==> config.mk <==
export PLATFORM = sky130hd
export DESIGN_NAME = dcp_out_buf
export DESIGN_NICKNAME = d
export VERILOG_FILES = /design/src/sv/dcp_pkg.sv /design/src/sv/dcp_out_buf.sv
export SDC_FILE = /design/constraint.sdc
export NUM_CORES = 1
export LEC_CHECK = 0
export ABC_AREA = 1
export BUFFER_PORTS_ARGS = -buffer_cell sky130_fd_sc_hd__buf_2
export CAP_MARGIN = 20
export CORE_ASPECT_RATIO = 0.7
export CORE_UTILIZATION = 55
export CTS_BUF_LIST = sky130_fd_sc_hd__clkbuf_8
export DETAILED_ROUTE_END_ITERATION = 6
export PLACE_DENSITY = 0.95
export SLEW_MARGIN = 10
export SYNTH_ARGS = -nofsm -noshare
export SYNTH_HDL_FRONTEND = slang
export SYNTH_SLANG_ARGS = --single-unit
==> constraint.sdc <==
create_clock -name clk_i -period 27.8 [get_ports clk_i]
set_input_delay 4.17 -clock clk_i [delete_from_list [all_inputs] [get_ports clk_i]]
set_output_delay 4.17 -clock clk_i [all_outputs]
set_load 0.01 [all_outputs]
==> src/sv/dcp_pkg.sv <==
// shared widths and transaction types of the distance constraint projection
package dcp_pkg;

  localparam int unsigned COORD_W       = 32;
  localparam int unsigned MASS_W        = 24;
  localparam int unsigned REST_W        = 31;
  localparam int unsigned DIFF_W        = COORD_W + 1;
  localparam int unsigned ROOT_W        = COORD_W + 2;
  localparam int unsigned SQR_W         = 2 * ROOT_W;
  localparam int unsigned WORD_W        = 64;
  localparam int unsigned HALF_W        = WORD_W / 2;
  localparam int unsigned FRAC_BITS_DEF = 16;

  typedef struct packed {
    logic signed [COORD_W-1:0] pos_a_x;
    logic signed [COORD_W-1:0] pos_a_y;
    logic signed [COORD_W-1:0] pos_a_z;
    logic signed [COORD_W-1:0] pos_b_x;
    logic signed [COORD_W-1:0] pos_b_y;
    logic signed [COORD_W-1:0] pos_b_z;
    logic [MASS_W-1:0]         inv_mass_a;
    logic [MASS_W-1:0]         inv_mass_b;
    logic [REST_W-1:0]         rest_length;
  } in_t;

  typedef struct packed {
    logic signed [COORD_W-1:0] new_a_x;
    logic signed [COORD_W-1:0] new_a_y;
    logic signed [COORD_W-1:0] new_a_z;
    logic signed [COORD_W-1:0] new_b_x;
    logic signed [COORD_W-1:0] new_b_y;
    logic signed [COORD_W-1:0] new_b_z;
    logic                      degenerate;
  } out_t;

endpackage

==> src/sv/dcp_out_buf.sv <==
// two-entry result buffer between the pipeline and the output channel
module dcp_out_buf (
  input  logic          clk_i,
  input  logic          rst_ni,
  input  logic          push_i,
  input  dcp_pkg::out_t data_i,
  output logic          space_o,
  output logic          valid_o,
  input  logic          ready_i,
  output dcp_pkg::out_t data_o
);

  logic [1:0]    cnt_q, cnt_d;
  logic          wr_q, rd_q;
  logic          pop;
  dcp_pkg::out_t mem_q [2];

  assign valid_o = cnt_q != 2'd0;
  assign space_o = cnt_q != 2'd2;
  assign pop     = valid_o && ready_i;
  assign data_o  = mem_q[rd_q];

  always_comb begin
    cnt_d = cnt_q;
    if (push_i && !pop) begin
      cnt_d = cnt_q + 2'd1;
    end else if (pop && !push_i) begin
      cnt_d = cnt_q - 2'd1;
    end
  end

  always_ff @(posedge clk_i or negedge rst_ni) begin
    if (!rst_ni) begin
      cnt_q <= 2'd0;
      wr_q  <= 1'b0;
      rd_q  <= 1'b0;
    end else begin
      cnt_q <= cnt_d;
      if (push_i) begin
        wr_q <= ~wr_q;
      end
      if (pop) begin
        rd_q <= ~rd_q;
      end
    end
  end

  always_ff @(posedge clk_i) begin
    if (push_i) begin
      mem_q[wr_q] <= data_i;
    end
  end

endmodule

# After elaboration in Yosys (flattened, before gate mapping)
# Memories as Yosys holds them, arrays and structs flattened.
# Cells that the tools add are included.
[classes]
add_sub_neg = 2
multipliers = 0
div_mod_pow = 0
order_cmp = 0
n_eq_ne = 1
n_shift = 0
muxes = 4
bitwise = 2
reduce_logical = 7
[op_table]
columns = ["cell", "count"]
rows = [
  ["$mux 2", 2],
  ["$reduce_bool 2->1", 2],
  ["$logic_and 1x1->1", 3],
  ["$add 2x1->2 const B", 1],
  ["$logic_not 1->1", 2],
  ["$mux 1", 2],
  ["$ne 2x2->1 const B", 1],
  ["$not 1->1", 2],
  ["$sub 2x1->2 const B", 1],
]
[totals]
register_bits = 4
latchBits = 0
mem_bits_rw = 386
mem_bits_ro = 0
inputBits = 197
out_inout_bits = 195
wordCells = 20
mem_count = 1
[memory_table]
columns = ["memory", "depth", "width", "read_ports", "rd_clocked_by_memory_dff", "write_ports", "line", "rtl"]
rows = [
  ["mem_q", 2, 193, 1, 0, 1, "dcp_out_buf.sv:16", "dcp_pkg::out_t mem_q [2];"],
]

# Longest topological paths before layout
[depth]
word_depth = 5
depth_mapped = 9
ltp_nobuf = 9

# Worst setup path before layout
# OpenSTA, ideal clock, no wires.
[synth_timing]
kind = "input port to flip-flop"
from = "input port push_i"
to = "memory mem_q[0][0] (netlist bit) (enable)"
setup_ns = 0.755
arrival_time_ns = 12.275
required_time_ns = 27.045
slack_ns = 14.770
path_stages = 2
n_path_buf = 0
path_cell_list = "inv_1 -> nor2_1"
[synth_via]
elab_chain_cells = 2
[synth_rtl]
columns = ["item", "line", "rtl"]
rows = [
  ["from (decl)", "dcp_out_buf.sv:5", "input logic push_i,"],
  ["$mux 1", "dcp_out_buf.sv:49", "if (push_i) begin"],
  ["$mux 1 (implied by the code)", "dcp_out_buf.sv:50", "mem_q[wr_q] <= data_i;"],
  ["to (decl)", "dcp_out_buf.sv:16", ""],
]
# Every way passes these cells.

==> reports/qor.yml <==
synth-seq-area-share_pct: 81.6
cellLeakagePower_nw: 7.59
multi_input_area_sq_um: 2270
cts.sink_count: 390
nFillCells: 1588
grt_pass1_wl_um: 48600
critPathMaxStageDelay_ps: 960
cap_violations: 0
critPathArrivalTime_ps: 3480
core_area_sq_um: 25100
ir_drop_v: 0.0000937
drv_slew: 0
period_needed_ps: 7650
register_area_sq_um: 11700
wl_per_cell_um: 18.4
clk_latency_ps: 570
status: "finished, final reports clean"
grt_max_degree: 194
fin_skew_ps: 11.8
critPathCaptureType: "primary output"
drt_pass1_iterations: 5
tightest_slew_ps: 1130
path_cells: "inv_6 > buf_4 > nand2_1 > nand2_1 > buf_2"
crit_required_ps: 23630
route.detailed.drc: 0
grtUsageTotal_pct: 24.1
critPathMaxFanout: 105
syn_inst: 1036
critPathBufInv: 3
via_count: 9318
place_congestion: 0.817
row_count: 48
fp.dieW_um: 195
hold_path.class: "flip-flop to flip-flop"
final_cell_mix: "nand2_1, buf_2, edfxtp_1"
antenna_left: 0
ios: 392
area_delta_synth_final_pct: 21.3
cts_htree_levels: 2
avgSynthCellArea_sq_um: 13.8
cts_resized: 0
post_cts_buffers: 0
crit_slowest_cell: "buf_4"
yosys_warnings: 0
drive_gt1_share_pct: 31.4
antenna_found_initial: 9
ys_types: 14
hold_depth: 1
initial_utilization_pct: 57.0
start_kind: "flip-flop"
rsz0062_at_grt: "no"
place_hpwl_um: 21100
setup_violations: 0
postCtsHoldBufs: 0
r2r_slack_ps: 25320
yosys-top-cells-area: "edfxtp_1, nand2_1, buf_6"
cts.path.max_buffers: 3
portBuffers: 391
numCtsBuffers: 53
ys_ff_latch: 390
die_h_um: 137
syn_area_sq_um: 14300
critical-path-top-delay-family: "buffers and inverters"
drt_iter0_drc: 746
synth_nets: 1234
yosys.area.top_type: "edfxtp_1"
cp.depth: 5
total_power_mw: 1.77
reg2reg_depth: 3
cts_tree: "yes"
grt-ovfl-total: 0
pwr_density_cell_nw_per_um2: 102
wl_um: 33400
root_buffer: "clkbuf_8"
timing.final.crit_share_pct: 27.5
fin_nets: 1642
hold_violations: 0
clk_pin_slew_ps: 70
crit_top_cell: "nand2_1"
synth_top_area_share_pct: 81.0
grt_pass1_vias: 9215
viasPerCell: 5.13
worstSetupPathType: "flip-flop to primary output"
slew_headroom_pct: 24.8
floorplan.die_area_sq_um: 26700
tns_ps: 0
layout.cells.most_common: "nand2_1"
fmax_ghz: 0.131
Yosys cell counts, drive strengths merged:
cell / count
inv: 7
ha: 1
xnor2: 1
nand4: 1
nor2: 1
nand3: 2
buf: 43
dfrtp: 4
edfxtp: 386
xor2: 1
nand2: 589
path summary, 6_finish.rpt:
kind / startpoint / to
setup / recovery: rd_q$_DFFE_PN0P_ / data_o[56]
min in group asynchronous: rst_ni / wr_q$_DFFE_PN0P_
setup reg to reg: wr_q$_DFFE_PN0P_ / mem_q[1][50]$_DFFE_PP_
hold reg to reg: cnt_q[0]$_DFFE_PN0P_ / cnt_q[0]$_DFFE_PN0P_
hold / removal: cnt_q[0]$_DFFE_PN0P_ / cnt_q[0]$_DFFE_PN0P_
max in group asynchronous: rst_ni / rd_q$_DFFE_PN0P_
cell families (layout without fill, tap and decap cells):
logic type    Yosys count  in the layout  share of synthesized area, %
simple gates          593            593                          15.6
buf+inv                50            500                          2.56
fa+ha+maj               1              1                        0.0874
xor+xnor                2              2                         0.122
flops                 390            390                          81.6
other cells             0              7                             0
worst register-to-register path, stage by stage (launching register included):
cell,delay [ps]
dfrtp_1,420
nand2_1,160
inv_8,640
buf_4,850
metrics by stage:
step	std cells	util, %	cell area (sq um)	hold WS (ps)	worst slack, ps
final	1818	69.2	17400	519	20150
after global routing	1814	69.1	17400	528	19950
after CTS	1811	69.1	17300	521	20180
after detailed placement	1714	65.4	16400	513	20840
after global placement	1714	65.4	16400	480	20870
after floorplan	1036	-	14300	461	14770
power breakdown:
group	internal, mW	total, mW	switching [mW]
Sequential	0.782	0.826	0.0440
Combinational	0.174	0.556	0.381
Clock	0.184	0.387	0.203
Total	1.14	1.77	0.629
layer usage:
layer	global-route usage [%]	routed length, um	vias up
li1	-	-	4334
met1	27.6	12000	4416
met2	42.2	16800	484
met3	8.87	3710	76
met4	8.36	806	8
met5	0	52	-
registers in the layout, summed over array words and instances, names as in the netlist:
name / cells
wr_q: 1
mem_q: 386
cnt_q: 2
rd_q: 1
cell type report:
| type | count | area share, % |
|---|---|---|
| Timing Repair Buffer | 396 | 11.6 |
| Clock inverter | 42 | 1.02 |
| Tap cell | 325 | 2.34 |
| Antenna cell | 7 | 0.101 |
| Clock buffer | 55 | 4.36 |
| Sequential cell | 390 | 67.3 |
| Inverter | 7 | 0.223 |
| Multi-Input combinational cell | 596 | 13.1 |
No activity file was read; power rests on OpenSTA's default activity.
