$ cat src/sv/dcp_pkg.sv
// shared widths and transaction types of the distance constraint projection
package dcp_pkg;

  localparam int unsigned COORD_W       = 32;
  localparam int unsigned MASS_W        = 24;
  localparam int unsigned REST_W        = 31;
  localparam int unsigned DIFF_W        = COORD_W + 1;
  localparam int unsigned ROOT_W        = COORD_W + 2;
  localparam int unsigned SQR_W         = 2 * ROOT_W;
  localparam int unsigned WORD_W        = 64;
  localparam int unsigned HALF_W        = WORD_W / 2;
  localparam int unsigned FRAC_BITS_DEF = 16;

  typedef struct packed {
    logic signed [COORD_W-1:0] pos_a_x;
    logic signed [COORD_W-1:0] pos_a_y;
    logic signed [COORD_W-1:0] pos_a_z;
    logic signed [COORD_W-1:0] pos_b_x;
    logic signed [COORD_W-1:0] pos_b_y;
    logic signed [COORD_W-1:0] pos_b_z;
    logic [MASS_W-1:0]         inv_mass_a;
    logic [MASS_W-1:0]         inv_mass_b;
    logic [REST_W-1:0]         rest_length;
  } in_t;

  typedef struct packed {
    logic signed [COORD_W-1:0] new_a_x;
    logic signed [COORD_W-1:0] new_a_y;
    logic signed [COORD_W-1:0] new_a_z;
    logic signed [COORD_W-1:0] new_b_x;
    logic signed [COORD_W-1:0] new_b_y;
    logic signed [COORD_W-1:0] new_b_z;
    logic                      degenerate;
  } out_t;

endpackage

$ cat src/sv/dcp_sqrt.sv
// pipelined integer square root, one root bit per stage
module dcp_sqrt #(
  parameter int unsigned SIDE_W = 1
) (
  input  logic                       clk_i,
  input  logic                       rst_ni,
  input  logic                       en_i,
  input  logic                       valid_i,
  input  logic [dcp_pkg::SQR_W-1:0]  rad_i,
  input  logic [SIDE_W-1:0]          side_i,
  output logic                       valid_o,
  output logic [dcp_pkg::ROOT_W-1:0] root_o,
  output logic [SIDE_W-1:0]          side_o
);

  localparam int unsigned NST   = dcp_pkg::ROOT_W;
  localparam int unsigned REM_W = NST + 2;
  localparam int unsigned TRY_W = REM_W + 2;

  logic                      valid_q [NST];
  logic [REM_W-1:0]          rem_q   [NST];
  logic [NST-1:0]            root_q  [NST];
  logic [dcp_pkg::SQR_W-1:0] rad_q   [NST];
  logic [SIDE_W-1:0]         side_q  [NST];

  for (genvar k = 0; k < NST; k++) begin : g_stage
    logic                      v_in;
    logic [REM_W-1:0]          rem_in;
    logic [NST-1:0]            root_in;
    logic [dcp_pkg::SQR_W-1:0] rad_in;
    logic [SIDE_W-1:0]         side_in;
    logic [TRY_W-1:0]          trial;
    logic [TRY_W-1:0]          cand;
    logic [TRY_W-1:0]          diff;
    logic                      take;

    if (k == 0) begin : g_first
      assign v_in    = valid_i;
      assign rem_in  = '0;
      assign root_in = '0;
      assign rad_in  = rad_i;
      assign side_in = side_i;
    end else begin : g_next
      assign v_in    = valid_q[k-1];
      assign rem_in  = rem_q[k-1];
      assign root_in = root_q[k-1];
      assign rad_in  = rad_q[k-1];
      assign side_in = side_q[k-1];
    end

    // bring down the next two radicand bits, try root*4+1
    assign trial = {rem_in, rad_in[dcp_pkg::SQR_W-1 -: 2]};
    assign cand  = {2'b00, root_in, 2'b01};
    assign take  = trial >= cand;
    assign diff  = trial - cand;

    always_ff @(posedge clk_i or negedge rst_ni) begin
      if (!rst_ni) begin
        valid_q[k] <= 1'b0;
      end else if (en_i) begin
        valid_q[k] <= v_in;
      end
    end

    always_ff @(posedge clk_i) begin
      if (en_i) begin
        rem_q[k]  <= take ? diff[REM_W-1:0] : trial[REM_W-1:0];
        root_q[k] <= {root_in[NST-2:0], take};
        rad_q[k]  <= rad_in << 2;
        side_q[k] <= side_in;
      end
    end
  end

  assign valid_o = valid_q[NST-1];
  assign root_o  = root_q[NST-1];
  assign side_o  = side_q[NST-1];

endmodule

$ cat config.mk
export PLATFORM = sky130hd
export DESIGN_NAME = dcp_sqrt
export DESIGN_NICKNAME = d
export VERILOG_FILES = /design/src/sv/dcp_pkg.sv /design/src/sv/dcp_sqrt.sv
export SDC_FILE = /design/constraint.sdc
export NUM_CORES = 2
export LEC_CHECK = 0
export BUFFER_PORTS_ARGS = -buffer_cell sky130_fd_sc_hd__buf_4
export CORE_MARGIN = 2
export CORE_UTILIZATION = 55
export DETAILED_ROUTE_END_ITERATION = 8
export PLACE_DENSITY = 0.74
export SKIP_CTS_REPAIR_TIMING = 1
export SKIP_LAST_GASP = 1
export SLEW_MARGIN = 20
export SYNTH_ARGS = -nofsm -noshare
export SYNTH_HDL_FRONTEND = slang
export SYNTH_MEMORY_MAX_BITS = 65536
export SYNTH_SLANG_ARGS = --single-unit
$ cat constraint.sdc
create_clock -name clk_i -period 3.8 [get_ports clk_i]
set_clock_uncertainty 0.2 [all_clocks]
set_input_delay 0.76 -clock clk_i [delete_from_list [all_inputs] [get_ports clk_i]]
set_output_delay 0.76 -clock clk_i [all_outputs]
set_load 0.1 [all_outputs]
## Word-level counts from Yosys, hierarchy flattened

Memories as Yosys holds them, arrays and structs flattened.
Index checks and enable logic that the tools add are counted.

- $add $sub $neg: 34
- Magnitude comparators: 34
- Mux-type cells: 36

Operators with widths:

| kind | count |
|---|---|
| $ge A38 B36 Y1 | 33 |
| $mux W36 | 34 |
| $sub A36 B36 Y36 | 33 |
| $sub A2 B1 Y3 const B | 1 |
| $ge A2 B1 Y1 const B | 1 |
| $mux W1 | 2 |

- Register bits: 34
- Bits in writable memories: 4,658
- Bits of input ports: 73
- Output and inout bits: 36
- Word-level logic and storage cells: 142
- Memories kept: 4

Memory list:

| memory | depth | bits a word | read ports | clocked after Yosys merged registers in | wr ports | RTL line | text |
|---|---|---|---|---|---|---|---|
| rad_q | 34 | 66 | 33 | 0 | 34 | dcp_sqrt.sv:23 | `logic [dcp_pkg::SQR_W-1:0] rad_q [NST];` |
| rem_q | 34 | 36 | 33 | 0 | 34 | dcp_sqrt.sv:21 | `logic [REM_W-1:0] rem_q [NST];` |
| root_q | 34 | 34 | 34 | 0 | 34 | dcp_sqrt.sv:22 | `logic [NST-1:0] root_q [NST];` |
| side_q | 34 | 1 | 34 | 0 | 34 | dcp_sqrt.sv:24 | `logic [SIDE_W-1:0] side_q [NST];` |

## Longest topological paths before layout

An unclocked memory read counts as a cell.

- Depth after elaboration: 3
- Mapped depth: 15
- Depth with buffers taken out: 14

## Worst setup path before layout

No wires, ideal clock.

- Path kind: register -> register
- Start point: mem rem_q[7][20] (netlist bit)
- End point: mem rem_q[8][23] (netlist bit), data pin
- Library setup time: 0.266 ns
- Arrival time: 3.645 ns
- Required time: 3.334 ns
- Slack: -0.311 ns
- Stages on the path, launching flop included: 12
- Buffers on the path: 1
- Period minus slack after synthesis: 4.111 ns
- Cells stage by stage: edfxtp_1 or4_1 or4_1 or3_1 or4_1 or4_4 a2111oi_4 inv_2 o211ai_2 buf_6 nor3_1 xor2_1

RTL lines:

| element | RTL line |
|---|---|
| start, declared | dcp_sqrt.sv:21 |

==> flow_summary.ini <==
[yosys]
synth_xor_area_frac = 0.06154
synth_mux_area_frac = 0.01043
synthAdderAreaFrac = 0.05855
synth-compound-area-share = 0.09535
avgSynthCellArea_um2 = 12.97
synth_top_family_by_area = simple AND/OR/NAND/NOR gates
syn_nets = 11120
ys_seq_area_frac = 0.6480
ys_seq_elements = 2920
synthArstFlopShare = 0.01164
synthSimpleGateAreaFrac = 0.09786
syn_area_um2 = 135100
yosys_warnings = 0
netlist_instances = 10410
ys_types = 88
synth_edf_count = 2886
synth-main-ff-cell = edfxtp_1

[power_and_ir_drop]
power.switching_mw = 26.48
combinationalPowerShare = 0.217
power.density_nw_per_um2 = 607.3
total_power_mw = 93.34
swShare = 0.2837
seq_power_share = 0.467
p_int_mw = 66.86
p_clk_frac = 0.316
power_leakage_nw = 59.19
ir_drop_mv = 0.4572

[placed_design]
dp_hpwl_um = 203900
routabilityCongestion = 0.9314
dp_slack_ps = -332.6
dpl_cell_area_um2 = 142400
portBuffers = 108

[routing]
drt_first_pass_iters = 8
drc = 0
via_count = 82680
wl_per_cell_um = 19.57
drt_iter0_markers = 6935
totalWireLength_um = 283900
antenna_left = 0
vias_per_cell = 5.700

[worst_setup_path]
crit-reg2reg-launch = rem_q[7][23]
critPathArrivalTime_ps = 4470
crit_start = rem_q[7][23]
crit_required_ps = 4210
critical_path_class = flop to flop
startpoint_type = flop
worstPathMaxFanout = 7
crit_path_end_kind = flop
r2r_cells = 10

[finish]
final_cell_mix = edfxtp_1 (2,886), inv_1 (806), nand2_1 (741), a21oi_1 (642), nor2_1 (639)
drive_gt1_frac = 0.1042
final_nets = 11790
final_common_cell = edfxtp_1
design_area_um2 = 153700
area_growth_pct = 13.80

[grt]
grt_max_degree = 136
top_usage_layer = met2
grt_use_met3 = 0.02889
grt-ovfl-total = 0
antenna_found_initial = 2
grt_pass1_vias = 81040
met1_usage = 0.2932
grt_pass1_wl_um = 444100
use_met2 = 0.3857
track_usage = 0.2237

[floorplanning]
die_w_um = 499.5
io_pins = 109
start_util = 0.5543
die_area_um2 = 249500
num_rows = 181
die_h_um = 499.5
core_area_um2 = 243700

[sta]
worstMarginPinSlew_ps = 761.1
hold_ws_ps = 121.4
rsz0062_at_grt = yes
fin_crit_ps = 4063
relSlewSlack = 0.4926
drv_slew = 0
finalCritPeriodShare = 1.069
setup_violations = 27
setup_ws_ps = -263.1
fmax_mhz = 246.1
hold_viol = 0

[clocking]
cts.sinks = 2920
cts_buffer_depth = 4
cts_max_level = 5
clk_pin_slew_ps = 60
clock_latency_ps = 930
numCtsBuffers = 318
clockRootBuffer = clkbuf_16
cts_tree = yes

[run]
cap_viol_max_count = 0

[hold_path]
hp-class = input pin to async pin

[status]
status = complete, but fails checks
violations = negative setup slack
-- cells in the mapped netlist (all sizes together), types with 23 or more instances --
library cell / n / area, µm²
nand3: 179 / 895.9
nor2b: 93 / 581.8
nor4: 130 / 819.5
o211ai: 34 / 260.3
nand3b: 44 / 330.3
or2: 45 / 281.5
a31oi: 56 / 350.3
and2: 40 / 250.2
and4: 28 / 245.2
nand2: 743 / 2789
xnor2: 509 / 4458
o21bai: 55 / 412.9
inv: 808 / 3033
nor2: 644 / 2417
nor3: 238 / 1191
nand4: 94 / 588.1
o21ai: 531 / 2658
nor3b: 23 / 172.7
or3: 75 / 469.2
mux2: 110 / 1239
dfrtp: 34 / 850.8
xor2: 440 / 3854
or4: 61 / 461.7
a21oi: 647 / 3238
nand2b: 149 / 932.1
a211oi: 49 / 367.9
o21a: 137 / 1028
and3: 58 / 362.9
clkbuf: 184 / 690.7
edfxtp: 2886 / 86660
o31ai: 80 / 600.6
a21o: 260 / 1952
ha: 632 / 7908
-- path summary, 6_finish.rpt --
path,endpoint,slack (ps)
worst max register to register,rem_q[8][35],-260
worst min register to register,rad_q[8][43],170
max in group asynchronous,g_stage[16].v_in,2970
min in group clk_i,rad_q[1][43],140
worst max-delay path,rem_q[8][35],-260
worst min-delay path,g_stage[30].v_in,120
-- kinds of logic after synthesis --
logic type	Yosys count
AO/OA/AOI/OAI	2077
XOR/XNOR	949
AND/OR/NAND/NOR	2691
other	1
multiplexers	127
flip-flops	2920
adder cells (fa/ha/maj)	632
buffers and inverters	1014
-- cell type report --
class,instances,area [µm²]
Fill cell,18090,89980
Sequential cell,2920,87510
Multi-Input combinational cell,6478,44360
Clock buffer,391,8389
Timing Repair Buffer,554,4912
Tap cell,3202,4006
Inverter,809,3037
Clock inverter,148,1479
Antenna cell,2,5.005
-- sequential cells by signal (all words and copies together) (netlist names) --
register	count
rad_q	1122
side_q	34
g_stage.v_in	33
root_q	595
rem_q	1135
valid_o	1
-- power by group through the flow --
stage	clock (mW)	sequential [mW]	combinational [mW]
after detailed placement	0	44.2	19.7
after global routing	31.4	44.0	22.5
after floorplan	0	43.0	13.9
after global placement	0	44.2	19.3
after CTS	30.2	43.6	19.9
final	29.5	43.6	20.3
-- routing by layer --
metal,vias up,share of wire,wire length [µm]
met5,-,0,0
met4,0,0.033,9394
met3,596,0.044,12600
met2,2172,0.50,141600
met1,40120,0.42,120300
li1,39790,-,-
-- critical path, stage by stage, from the launching register on --
cell	delay [ps]
edfxtp_1	390
or4_4	560
or4_4	430
or3_4	340
or4_4	420
or4_4	570
a2111oi_4	260
inv_2	140
o211ai_4	200
nor4_1	110
xor2_1	150
-- metrics by stage --
step	utilization	setup TNS [ps]	cells
floorplan	-	-4165	10410
global placement	0.5845	-5492	13870
detailed placement	0.5845	-5465	13870
CTS	0.6250	-6713	14410
global route	0.6307	-7941	14500
finish	0.6307	-4085	14500
(Power assumes the default switching activity.)
